**config.mk**
```make
export PLATFORM = sky130hd
export DESIGN_NAME = ncc_cmp
export DESIGN_NICKNAME = d
export VERILOG_FILES = /design/src/rtl/ncc_pkg.sv /design/src/rtl/ncc_cmp.sv
export SDC_FILE = /design/constraint.sdc
export NUM_CORES = 2
export LEC_CHECK = 0
export ABC_AREA = 1
export ABC_CLOCK_PERIOD_IN_PS = 11830
export CORE_MARGIN = 3
export CORE_UTILIZATION = 55
export CTS_CLUSTER_DIAMETER = 40
export DETAILED_ROUTE_END_ITERATION = 6
export DONT_BUFFER_PORTS = 1
export PLACE_DENSITY_LB_ADDON = 0.05
export SLEW_MARGIN = 20
export SYNTH_ARGS = -nofsm -noshare
export SYNTH_HDL_FRONTEND = slang
export SYNTH_SLANG_ARGS = --single-unit
```
**constraint.sdc**
```tcl
create_clock -name clk -period 11.83 [get_ports clk]
set_input_delay 1.7745 -clock clk [delete_from_list [all_inputs] [get_ports clk]]
set_output_delay 1.7745 -clock clk [all_outputs]
set_load 0.01 [all_outputs]
```
**src/rtl/ncc_pkg.sv**
```systemverilog
// ----------------------------------------------------------------------------
// ncc_pkg
// Shared constants and types for the normalized cross-correlation stereo block.
// ----------------------------------------------------------------------------
`default_nettype none

package ncc_pkg;

  localparam int DEF_MAX_WIDTH  = 1024;
  localparam int DEF_MAX_KERNEL = 16;
  localparam int DEF_MAX_HEIGHT = 1024;

  localparam int PIX_W   = 8;
  localparam int CFG_W   = 11;
  localparam int CFG_IDX_W = 2;
  localparam int POS_W   = 10;

  localparam logic [CFG_IDX_W-1:0] CFG_KERNEL_SIZE  = 2'd0;
  localparam logic [CFG_IDX_W-1:0] CFG_IMAGE_WIDTH  = 2'd1;
  localparam logic [CFG_IDX_W-1:0] CFG_IMAGE_HEIGHT = 2'd2;

  localparam logic [4:0]  RST_KERNEL_SIZE  = 5'd5;
  localparam logic [10:0] RST_IMAGE_WIDTH  = 11'd640;
  localparam logic [10:0] RST_IMAGE_HEIGHT = 11'd480;

  typedef struct packed {
    logic done;
    logic greater;
  } ncc_cmp_stat_t;

endpackage

`default_nettype wire

```
**src/rtl/ncc_cmp.sv**
```systemverilog
// ----------------------------------------------------------------------------
// ncc_cmp
// Score compare: num^2*best_en against best_num^2*en on one shared multiplier.
// ----------------------------------------------------------------------------
`default_nettype none

module ncc_cmp import ncc_pkg::*; #(
  parameter int NW = 24
) (
  input  wire logic          clk,
  input  wire logic          rst_n,
  input  wire logic          start,
  input  wire logic [NW-1:0] num,
  input  wire logic [NW-1:0] en,
  input  wire logic [NW-1:0] best_num,
  input  wire logic [NW-1:0] best_en,
  output ncc_cmp_stat_t      stat
);

  logic [2:0]      step_r;
  logic            busy_r;
  logic            done_r;
  logic            gt_r;
  logic [NW-1:0]   a;
  logic [NW-1:0]   b;
  logic [2*NW-1:0] prod;
  logic [2*NW-1:0] sq_r;
  logic [2*NW-1:0] lo_r;
  logic [3*NW-1:0] l1_r;
  logic [3*NW-1:0] l2_r;
  logic [3*NW-1:0] wide;

  always_comb begin
    unique case (step_r)
      3'd0:    begin a = num;               b = num;      end
      3'd1:    begin a = sq_r[NW-1:0];      b = best_en;  end
      3'd2:    begin a = sq_r[2*NW-1:NW];   b = best_en;  end
      3'd3:    begin a = best_num;          b = best_num; end
      3'd4:    begin a = sq_r[NW-1:0];      b = en;       end
      3'd5:    begin a = sq_r[2*NW-1:NW];   b = en;       end
      default: begin a = '0;                b = '0;       end
    endcase
  end

  assign prod = a * b;
  assign wide = {prod, {NW{1'b0}}} + {{NW{1'b0}}, lo_r};

  always_ff @(posedge clk) begin
    if (!rst_n) begin
      busy_r <= 1'b0;
      step_r <= '0;
      done_r <= 1'b0;
    end else begin
      done_r <= 1'b0;
      if (start) begin
        busy_r <= 1'b1;
        step_r <= '0;
      end else if (busy_r) begin
        step_r <= step_r + 3'd1;
        unique case (step_r)
          3'd0, 3'd3: sq_r <= prod;
          3'd1, 3'd4: lo_r <= prod;
          3'd2:       l1_r <= wide;
          3'd5:       l2_r <= wide;
          default: begin
            busy_r <= 1'b0;
            done_r <= 1'b1;
            gt_r   <= l1_r > l2_r;
          end
        endcase
      end
    end
  end

  assign stat.done    = done_r;
  assign stat.greater = gt_r;

endmodule

`default_nettype wire

```
==> flow_metrics.py <==
metrics = {
    "outcome": {
        "outcome": "complete, no violations",
    },
    "timing": {
        "relSlewSlack_pct": 18.4,
        "slew_violations": 0,
        "hold_viol_final": 0,
        "finalCritPeriodShare_pct": 89.1,
        "clock.fmax_ghz": 0.0949,
        "grt_setup_unrepaired": "false",
        "setup_slack_ps": 1290,
        "worstMarginPinSlew_ps": 1210,
        "final.min_clock_period_ps": 10540,
        "setup_tns_ps": 0,
        "skew_ps": 14.1,
        "whs_ps": 446,
        "setup_viol": 0,
    },
    "grt": {
        "antenna_found_initial": 6,
        "grt_pass1_wl_um": 148000,
        "track_usage_pct": 30.8,
        "grt_max_degree": 55,
        "grt_pass1_vias": 25900,
        "overflow": 0,
    },
    "floorplan": {
        "num_rows": 88,
        "die_h_um": 249,
        "core_mm2": 0.0580,
        "dieWidth_um": 249,
        "fp.dieArea_mm2": 0.0619,
        "initial_utilization_pct": 55.9,
        "ios": 101,
    },
    "yosys": {
        "yosysTopAreaCellShare_pct": 29.8,
        "synth_cells": 3829,
        "synth_edf_count": 241,
        "synth_warnings": 0,
        "synth_top_area_cell": "fa_1",
        "avgSynthCellArea_um2": 8.47,
        "netlist-cell-type-count": 46,
        "synth-main-ff-cell": "edfxtp_1",
        "postSynthRegisterBits": 246,
        "yosysMostFrequentCell": "nand2_1",
        "synth-async-reset-ratio_pct": 0,
        "synth_area_leaders": "fa_1 30%, edfxtp_1 22%, nand2_1 12%",
        "yosys-top-cells-count": "1062 x nand2_1, 1040 x inv_1, 483 x fa_1, 275 x ha_1, 241 x edfxtp_1",
        "netlist_area_mm2": 0.0324,
        "synth_seq_area_share_pct": 22.6,
        "syn_nets": 4686,
    },
    "min_path": {
        "min_to": "l1_r[12]$_DFFE_PP_",
        "holdPathStages": 0,
        "hold_start": "lo_r[12]$_DFFE_PP_",
        "worstHoldPathType": "reg -> reg",
    },
    "critical_path": {
        "r2r_slack_ps": 1290,
        "worstPathRequired_ps": 12150,
        "cp.arrival_ps": 10860,
        "r2r_start": "step_r[2]$_SDFFE_PN0P_",
        "critPathCaptureType": "flip-flop",
        "critPathMaxStageDelay_ps": 790,
        "reg2regPathDepth": 38,
        "crit_buf_inv": 11,
        "cp_top_family": "adder cells",
        "path_class": "reg -> reg",
        "r2r_end": "l1_r[56]$_DFFE_PP_",
        "start_kind": "flip-flop",
        "timing.critical_path.mode_cell": "inv_1",
        "cp_max_fo": 23,
        "cp_slowest_cell": "ha_1",
    },
    "clocking": {
        "clock-sinks": 246,
        "cts_tree": "done",
        "cts_resized": 0,
        "cts.path.max_buffers": 3,
        "cts_made_buffers": 30,
        "post_cts_buffers": 0,
        "cts.clk_slew.worst_paths_ps": 70,
        "hold_buffers": 0,
        "h-tree-depth": 1,
        "root_buffer": "clkbuf_16",
        "clock_latency_ps": 570,
    },
    "run": {
        "cap_viol_max_count": 0,
    },
    "route": {
        "drtPass1Iterations": 6,
        "via_count": 24800,
        "wl_um": 93600,
        "drt_iter0_drc": 2008,
        "wire_per_inst_um": 20.4,
        "drc": 0,
        "detail-route-antenna-nets": 0,
        "viasPerCell": 5.40,
    },
    "placed_design": {
        "dp_hpwl_um": 77200,
        "globalplace.congestion": 0.929,
        "io_buffers": 0,
        "preCtsSetupSlack_ps": 1270,
    },
    "finish": {
        "num-fill-cells": 5192,
        "fin_util_pct": 59.3,
        "area_growth_pct": 6.16,
        "final_layout_size_suffix_gt1_share_pct": 4.29,
        "fin_nets": 4662,
    },
}
flip-flops by register name, indices dropped and copies added (netlist names):
| register | cells |
|---|---|
| busy_r | 1 |
| l2_r | 72 |
| l1_r | 72 |
| done_r | 1 |
| gt_r | 1 |
| lo_r | 48 |
| step_r | 3 |
| sq_r | 48 |
final cells by class:
type                       count  area (um^2)  area share (%)
timing repair buffer          56          420            1.22
antenna                        1         2.50         0.00727
tap                          765          957            2.78
clock inverter                22          249           0.724
multi-input combinational   2427        20800            60.4
inverter                    1044         3920            11.4
sequential                   246         7340            21.3
clock buffer                  30          751            2.18
cells in the final DEF (no fill, tap or decap), types with 5 or more instances in the layout:
cell,Yosys,final
nand2_1,1062,1060
inv_1,1040,1039
fa_1,483,483
ha_1,275,275
edfxtp_1,241,241
nor2_1,148,144
a21oi_1,102,102
nand3_1,69,69
buf_4,2,56
xor2_1,44,44
o21ai_0,32,32
a221o_1,35,31
clkbuf_16,0,30
nand4_1,25,25
a22o_1,24,24
nand2_2,18,20
xnor2_1,18,18
a22oi_1,13,13
nor2_2,10,11
nor3_1,11,11
nor2_4,5,8
a21o_1,6,6
o21bai_1,6,6
nand3_2,5,5
o21a_1,5,5
o211ai_1,5,5
dfxtp_1,5,5
metrics by stage:
step	instances	cell area (um^2)
floorplan	3829	32400
global placement	4538	33400
detailed placement	4538	33400
CTS	4590	34400
global route	4590	34400
finish	4591	34400
worst max-delay path by stage:
stage,startpoint,end,slack (ps),cells after the start
finish,step_r[2]$_SDFFE_PN0P_,l1_r[56]$_DFFE_PP_,1290,38
global route,step_r[0]$_SDFFE_PN0P_,l1_r[56]$_DFFE_PP_,660,40
CTS,step_r[2]$_SDFFE_PN0P_,l1_r[56]$_DFFE_PP_,1270,40
detailed placement,best_num[15],l1_r[56]$_DFFE_PP_,1270,38
global placement,best_num[16],l1_r[56]$_DFFE_PP_,1240,37
floorplan,best_num[0],l1_r[66]$_DFFE_PP_,2780,38
metal layers:
metal | routed length, um | up-vias | track usage, % | part of all wire [%]
li1 | - | 11400 | - | -
met1 | 41400 | 12300 | 45.2 | 44
met2 | 42000 | 944 | 48.3 | 45
met3 | 8020 | 137 | 5.48 | 8.6
met4 | 2240 | 0 | 6.95 | 2.4
met5 | 0 | - | 0 | 0
cell families (layout without fill, tap and decap cells):
family,after synthesis,in the layout,synth area share [%]
other,0,1,0
xor gates and xnor gates,63,63,1.73
buffers and inverters,1156,1152,13.4
and+or+nand+nor,1362,1362,16.8
AOI/OAI and AO/OA,244,244,4.97
adders and majority gates,758,758,40.4
DFF,246,246,22.6
Power is left out: the tool's default activity adds up to more than one toggle a clock period on the data nets, which glitch-free logic cannot reach.
