**src/rtl/ncc_pkg.sv**
```systemverilog
// ----------------------------------------------------------------------------
// ncc_pkg
// Shared constants and types for the normalized cross-correlation stereo block.
// ----------------------------------------------------------------------------
`default_nettype none

package ncc_pkg;

  localparam int DEF_MAX_WIDTH  = 1024;
  localparam int DEF_MAX_KERNEL = 16;
  localparam int DEF_MAX_HEIGHT = 1024;

  localparam int PIX_W   = 8;
  localparam int CFG_W   = 11;
  localparam int CFG_IDX_W = 2;
  localparam int POS_W   = 10;

  localparam logic [CFG_IDX_W-1:0] CFG_KERNEL_SIZE  = 2'd0;
  localparam logic [CFG_IDX_W-1:0] CFG_IMAGE_WIDTH  = 2'd1;
  localparam logic [CFG_IDX_W-1:0] CFG_IMAGE_HEIGHT = 2'd2;

  localparam logic [4:0]  RST_KERNEL_SIZE  = 5'd5;
  localparam logic [10:0] RST_IMAGE_WIDTH  = 11'd640;
  localparam logic [10:0] RST_IMAGE_HEIGHT = 11'd480;

  typedef struct packed {
    logic done;
    logic greater;
  } ncc_cmp_stat_t;

endpackage

`default_nettype wire

```
**src/rtl/ncc_mac.sv**
```systemverilog
// ----------------------------------------------------------------------------
// ncc_mac
// Window accumulator: cross product and candidate energy, one pair per acc cycle.
// ----------------------------------------------------------------------------
`default_nettype none

module ncc_mac import ncc_pkg::*; #(
  parameter int NW = 24
) (
  input  wire logic             clk,
  input  wire logic             clr,
  input  wire logic             acc,
  input  wire logic [PIX_W-1:0] t,
  input  wire logic [PIX_W-1:0] v,
  output logic      [NW-1:0]    num,
  output logic      [NW-1:0]    en
);

  logic [NW-1:0]      num_r;
  logic [NW-1:0]      en_r;
  logic [2*PIX_W-1:0] tv;
  logic [2*PIX_W-1:0] vv;

  assign tv = t * v;
  assign vv = v * v;

  always_ff @(posedge clk) begin
    if (clr) begin
      num_r <= '0;
      en_r  <= '0;
    end else if (acc) begin
      num_r <= num_r + NW'(tv);
      en_r  <= en_r + NW'(vv);
    end
  end

  assign num = num_r;
  assign en  = en_r;

endmodule

`default_nettype wire

```
**config.mk**
```make
export PLATFORM = sky130hd
export DESIGN_NAME = ncc_mac
export DESIGN_NICKNAME = d
export VERILOG_FILES = /design/src/rtl/ncc_pkg.sv /design/src/rtl/ncc_mac.sv
export SDC_FILE = /design/constraint.sdc
export NUM_CORES = 1
export LEC_CHECK = 0
export ABC_AREA = 0
export BUFFER_PORTS_ARGS = -buffer_cell sky130_fd_sc_hd__buf_4
export CORE_MARGIN = 3
export CORE_UTILIZATION = 55
export DETAILED_ROUTE_END_ITERATION = 10
export PLACE_DENSITY = 0.8
export SLEW_MARGIN = 10
export SYNTH_ARGS = -nofsm -noshare
export SYNTH_HDL_FRONTEND = slang
export SYNTH_SLANG_ARGS = --single-unit
export TNS_END_PERCENT = 1
```
**constraint.sdc**
```tcl
create_clock -name clk -period 7.4 [get_ports clk]
set_input_delay 0.74 -clock clk [delete_from_list [all_inputs] [get_ports clk]]
set_output_delay 0.74 -clock clk [all_outputs]
set_load 0.01 [all_outputs]
```
==> results of run 1 <==
[sequential cells by signal, summed over array words and instances, names as in the netlist]
signal  flops
en         24
num        24
[power by group]
part	internal, mW	switching [mW]
sequential	0.317	0.0571
clock	0.134	0.107
combinational	0.884	1.16
[metrics by stage]
stage	hold slack (ps)	setup slack [ps]	util	instances
after detailed placement	492	2180	0.624	1048
after global routing	535	2270	0.636	1055
after CTS	502	2490	0.636	1055
final	502	2490	0.636	1055
after floorplan	498	2490	-	843
after global placement	496	2300	0.624	1048
[cell type report]
class                           instances  area share
Clock inverter                          1     0.00112
Clock buffer                            6      0.0178
Inverter                              174      0.0837
Multi-Input combinational cell        591       0.683
Timing Repair Buffer                   67      0.0645
Tap cell                              168      0.0270
Sequential cell                        48       0.123
[final timing paths]
path	start	endpoint	slack [ps]	cells past startpoint
max reg2reg	en[7]$_SDFFE_PP0P_	en[22]$_SDFFE_PP0P_	2920	14
min reg2reg	en[4]$_SDFFE_PP0P_	en[4]$_SDFFE_PP0P_	500	2
min	en[4]$_SDFFE_PP0P_	en[4]$_SDFFE_PP0P_	500	2
max	v[1]	en[22]$_SDFFE_PP0P_	2490	16
[worst max-delay path, stage by stage]
cell and delay (ps):
buf_4 200, and2_1 220, inv_1 70, fa_1 480
inv_1 50, fa_1 480, fa_1 540, inv_1 50
fa_1 470, inv_1 50, ha_1 340, nand4b_1 220
a211oi_2 390, o2111ai_2 210, a211oi_2 250, mux2_1 340
[layer usage]
layer / wire [µm] / up-vias
li1: - / 2786
met5: 0 / -
met3: 870 / 24
met1: 6550 / 2766
met2: 7420 / 201
met4: 264 / 0
[cell families after synthesis]
family	after synthesis
buf+inv	204
simple gates	259
xor+xnor	21
fa+ha+maj	171
compound gates	112
flops	48
mux	28
[cells in the final DEF, fill, tap and decap left out, types with 7 or more instances in the layout]
cell type	netlist	final
fa_1	89	89
dfxtp_1	48	48
mux2i_1	19	19
nand2_1	81	81
and2_1	51	51
nor2_1	51	51
nand3_1	13	13
a21oi_1	32	32
buf_4	0	67
nand4_1	7	7
and3_1	7	7
o21ai_0	22	22
nor3_1	14	14
a211oi_1	8	8
nor2b_1	16	16
ha_1	82	82
xnor2_1	15	15
inv_1	174	174
==> flow_summary.json, run 1 <==
{
  "grtUsageTotal": 0.226,
  "h-tree-depth": 2,
  "hold_buffers": 0,
  "place_area_mm2": 0.00765,
  "synth_top_family_by_area": "adder cells",
  "met1_usage": 0.302,
  "clk_pin_slew_ps": 70,
  "synthDistinctLibCells": 60,
  "hold_viol": 0,
  "die-area_mm2": 0.0142,
  "drcViolationCount": 0,
  "period_needed_ps": 4910,
  "start_util": 0.575,
  "critPathCaptureType": "flop",
  "clock.fmax_mhz": 204,
  "final_nets": 1077,
  "setup_viol": 0,
  "post_cts_buffers": 0,
  "slew_headroom": 0.549,
  "final_max_slew_viol_count": 0,
  "firstDrtPassIters": 5,
  "cts-root-buf": "clkbuf_16",
  "worst_pin_slew_ps": 676,
  "critical_path_required_ps": 7590,
  "grt_max_degree": 67,
  "areaGrowthSynthToFinish_pct": 10.6,
  "p_leak_nw": 4.01,
  "hold_path.class": "flop to flop",
  "cts_resized": 0,
  "synth_top_area_frac": 0.253,
  "status": "complete, no violations",
  "die_w_um": 119,
  "post-route-period-util": 0.664,
  "cts_buffer_depth": 2,
  "cts.sinks": 48,
  "final_cell_area_mm2": 0.00780,
  "start_kind": "input port",
  "synth-seq-area-share": 0.136,
  "syn_area_per_cell_um2": 8.37,
  "seqCellArea_um2": 961,
  "synthSimpleGateAreaFrac": 0.180,
  "cts_tree": "built",
  "diodes": 0,
  "drtAntennaViolNets": 0,
  "overflow": 0,
  "fin_setup_tns_ps": 0,
  "port_buffers": 66,
  "yosys-top-cells-area": "fa_1 (25%), ha_1 (15%), dfxtp_1 (14%)",
  "cap_violations": 0,
  "synth_warnings": 0,
  "ys.flop_type": "dfxtp_1",
  "dr.first_iter.drc_count": 325,
  "design.core.area_mm2": 0.0123,
  "clk_latency_ps": 300,
  "clock_skew_ps": 7.53,
  "synth_top_cell_by_area": "fa_1",
  "worstSetupPathType": "input port to flop",
  "crit_fanout": 16,
  "synth-edff-count": 0,
  "use_met3": 0.0304,
  "power_mw": 2.66,
  "post-synth-top-count-cell": "inv_1",
  "grtUsageMet2": 0.389,
  "antenna_found_initial": 0,
  "rows": 40,
  "top_usage_layer": "met2",
  "multi_input_area_mm2": 0.00532,
  "synthMuxAreaShare": 0.0413,
  "rsz0062_at_grt": "false",
  "numCtsBuffers": 5,
  "p_per_area_mw_per_mm2": 341,
  "irDropWorstVdd_mv": 0.199,
  "fillerInstances": 1052,
  "ys_seq_elements": 48,
  "num_vias": 5777,
  "worstPathArrival_ps": 5100,
  "synth_xor_area_frac": 0.0261,
  "grt_pass1_wl_mm": 26.8,
  "drive_above_1_share": 0.105,
  "die_h_um": 119,
  "synth_area_mm2": 0.00705,
  "postRouteWirelength_mm": 15.1,
  "async_flop_share": 0,
  "synth_fp_nets": 1033,
  "place_congestion": 0.935,
  "io_pins": 67,
  "grt_pass1_vias": 5814,
  "via_per_inst": 5.48,
  "synth_commonest_cells": "inv_1 (174), fa_1 (89), ha_1 (82), nand2_1 (81)",
  "synthAdderAreaFrac": 0.398,
  "wl_per_cell_um": 14.3,
  "synth-compound-area-share": 0.109,
  "synthCells": 843,
  "dp_hpwl_mm": 11.9
}
Note: power is estimated with default switching activity, not from simulation.
==> run 2, diff against run 1 <==
--- a/config.mk
+++ b/config.mk
@@ -10,7 +10,7 @@
 export CORE_MARGIN = 3
 export CORE_UTILIZATION = 55
 export DETAILED_ROUTE_END_ITERATION = 10
-export PLACE_DENSITY = 0.8
+export PLACE_DENSITY = 0.83
 export SLEW_MARGIN = 10
 export SYNTH_ARGS = -nofsm -noshare
 export SYNTH_HDL_FRONTEND = slang
==> constraint.sdc (replaced) <==
create_clock -name clk -period 4.35 [get_ports clk]
set_input_delay 0.435 -clock clk [delete_from_list [all_inputs] [get_ports clk]]
set_output_delay 0.435 -clock clk [all_outputs]
set_load 0.01 [all_outputs]
==> flow_summary.json, run 2 (synthesis gave the netlist of run 1 again) <==
{
  "status": "complete, no violations",
  "worst_pin_slew_ps": 717,
  "dp_hpwl_mm": 12.6,
  "routed.top_layer": "met4",
  "antenna_found_initial": 0,
  "cts.sinks": 48,
  "place_area_mm2": 0.00820,
  "start_util": 0.575,
  "wl_per_cell_um": 15.1,
  "critPathCaptureType": "flop",
  "rows": 40,
  "die_w_um": 119,
  "firstDrtPassIters": 5,
  "holdPathEnd": "en[4]$_SDFFE_PP0P_",
  "crit_fanout": 9,
  "p_leak_nw": 4.37,
  "h-tree-depth": 2,
  "p_per_area_mw_per_mm2": 658,
  "die-area_mm2": 0.0142,
  "holdPathStages": 2,
  "grt_pass1_wl_mm": 28.6,
  "drive_above_1_share": 0.209,
  "drcViolationCount": 0,
  "crit_slowest_cell": "fa_1",
  "setup_ws_ps": 45.1,
  "irDropWorstVdd_mv": 0.375,
  "period_needed_ps": 4300,
  "critical_path_required_ps": 4550,
  "diodes": 0,
  "hold_path.class": "flop to flop",
  "post-route-period-util": 0.990,
  "final_common_cell": "inv_1",
  "final_cell_area_mm2": 0.00861,
  "hp-start": "en[4]$_SDFFE_PP0P_",
  "clk_latency_ps": 310,
  "hold_buffers": 0,
  "dr.first_iter.drc_count": 343,
  "rsz0062_at_grt": "true",
  "clock_skew_ps": 6.79,
  "final_nets": 1138,
  "dr_wl_met2_mm": 8.51,
  "cap_violations": 0,
  "grt_max_degree": 67,
  "route.met3.wl_um": 963,
  "clock.fmax_mhz": 232,
  "port_buffers": 66,
  "cts-root-buf": "clkbuf_16",
  "preCtsSetupSlack_ps": -326,
  "setup_viol": 0,
  "numCtsBuffers": 5,
  "overflow": 0,
  "final_cell_mix": "inv_1 (169), buf_4 (114), fa_1 (87), nand2_1 (74), ha_1 (74)",
  "cts_tree": "built",
  "grt_pass1_vias": 6303,
  "worstSetupPathType": "input port to flop",
  "cts_buffer_depth": 2,
  "slew_headroom": 0.522,
  "reg2reg_depth": 15,
  "place_congestion": 0.874,
  "power_mw": 5.66,
  "final_max_slew_viol_count": 0,
  "grtUsageTotal": 0.242,
  "io_pins": 67,
  "start_kind": "input port",
  "postRouteWirelength_mm": 16.9,
  "drtAntennaViolNets": 0,
  "final_cells": 1117,
  "utilization": 0.702,
  "num_vias": 6029,
  "die_h_um": 119,
  "clk_pin_slew_ps": 70,
  "hold_viol": 0,
  "r2r-start": "num[6]$_SDFFE_PP0P_",
  "cp_common_cell": "fa_1",
  "cp_slowest_stage_delay_ps": 560,
  "crit_chain": "buf_6, buf_4, and2_4, fa_1, fa_1, fa_1, inv_1, fa_1, inv_2, ha_4, and3_4, nand2_2, a21oi_4, buf_6, o21ai_2, o31ai_2, mux2_4",
  "wl_met1_mm": 7.05,
  "r2r_end": "num[15]$_SDFFE_PP0P_",
  "worstPathArrival_ps": 4510,
  "via_per_inst": 5.40,
  "rrSetupSlack_ps": 110,
  "areaGrowthSynthToFinish_pct": 22.0,
  "placed_cells": 1107,
  "design.core.area_mm2": 0.0123
}
-- run 2: cell types whose count changed in the layout (fill, tap and decap cells not counted), moves of 6 or more --
cell,before,now
buf_4,67,114
buf_6,0,9
ha_1,82,74
nand2_1,81,74
nand2_2,0,7
ha_4,0,6
-- run 2: cell type report --
type / count / area (µm²)
flip-flops and latches: 48 / 967
multi-input cells: 591 / 5540
fillers: 900 / 3650
inverters: 174 / 653
well taps: 168 / 210
repair buffers: 128 / 1050
clock inverters: 3 / 68.8
clock buffers: 5 / 125
-- run 2: how the worst max path moves through the flow --
stage	from	end	slack (ps)	cells after the start
2_1_floorplan	v[6]	en[22]$_SDFFE_PP0P_	-20	15
3_3_place_gp	v[6]	num[22]$_SDFFE_PP0P_	-210	16
3_5_place_dp	v[1]	en[22]$_SDFFE_PP0P_	-330	16
4_1_cts	v[1]	en[22]$_SDFFE_PP0P_	-8	16
5_1_grt	num[6]$_SDFFE_PP0P_	num[15]$_SDFFE_PP0P_	-90	15
6_report	v[5]	num[21]$_SDFFE_PP0P_	50	17
-- run 2: worst max-delay path: cells and delay by family --
| family | cells | cell delay, ps |
|---|---|---|
| AND/OR/NAND/NOR | 3 | 390 |
| adder cells (fa/ha/maj) | 5 | 2310 |
| AO/OA/AOI/OAI | 3 | 550 |
| multiplexers | 1 | 330 |
| buffers and inverters | 5 | 490 |
-- run 2: report_power, final --
group          internal, mW  switching [mW]  leakage, nW
Clock                 0.332           0.201       0.0944
Sequential            0.543          0.0901        0.395
Combinational          2.15            2.35         3.88
-- run 2: what timing repair did --
item | in CTS | in global routing
endpoints found under the setup margin | 2 | 19
resized for setup | 0 | 60
gates cloned | 0 | 0
setup buffers | 0 | 2
pin swaps | 1 | 25
-- run 2: metal layers --
| metal | GRT usage | up-vias |
|---|---|---|
| met4 | 0.0876 | 0 |
| met3 | 0.0404 | 36 |
| met1 | 0.306 | 2889 |
| met5 | 0 | - |
| met2 | 0.415 | 202 |
| li1 | - | 2902 |
-- run 2: per-stage QoR --
| step | hold WS [ps] | setup TNS (ps) |
|---|---|---|
| 2_1_floorplan | 498 | -16.5 |
| 3_3_place_gp | 485 | -2540 |
| 3_5_place_dp | 491 | -4360 |
| 4_1_cts | 504 | -8.06 |
| 5_1_grt | 515 | -436 |
| 6_report | 504 | 0 |
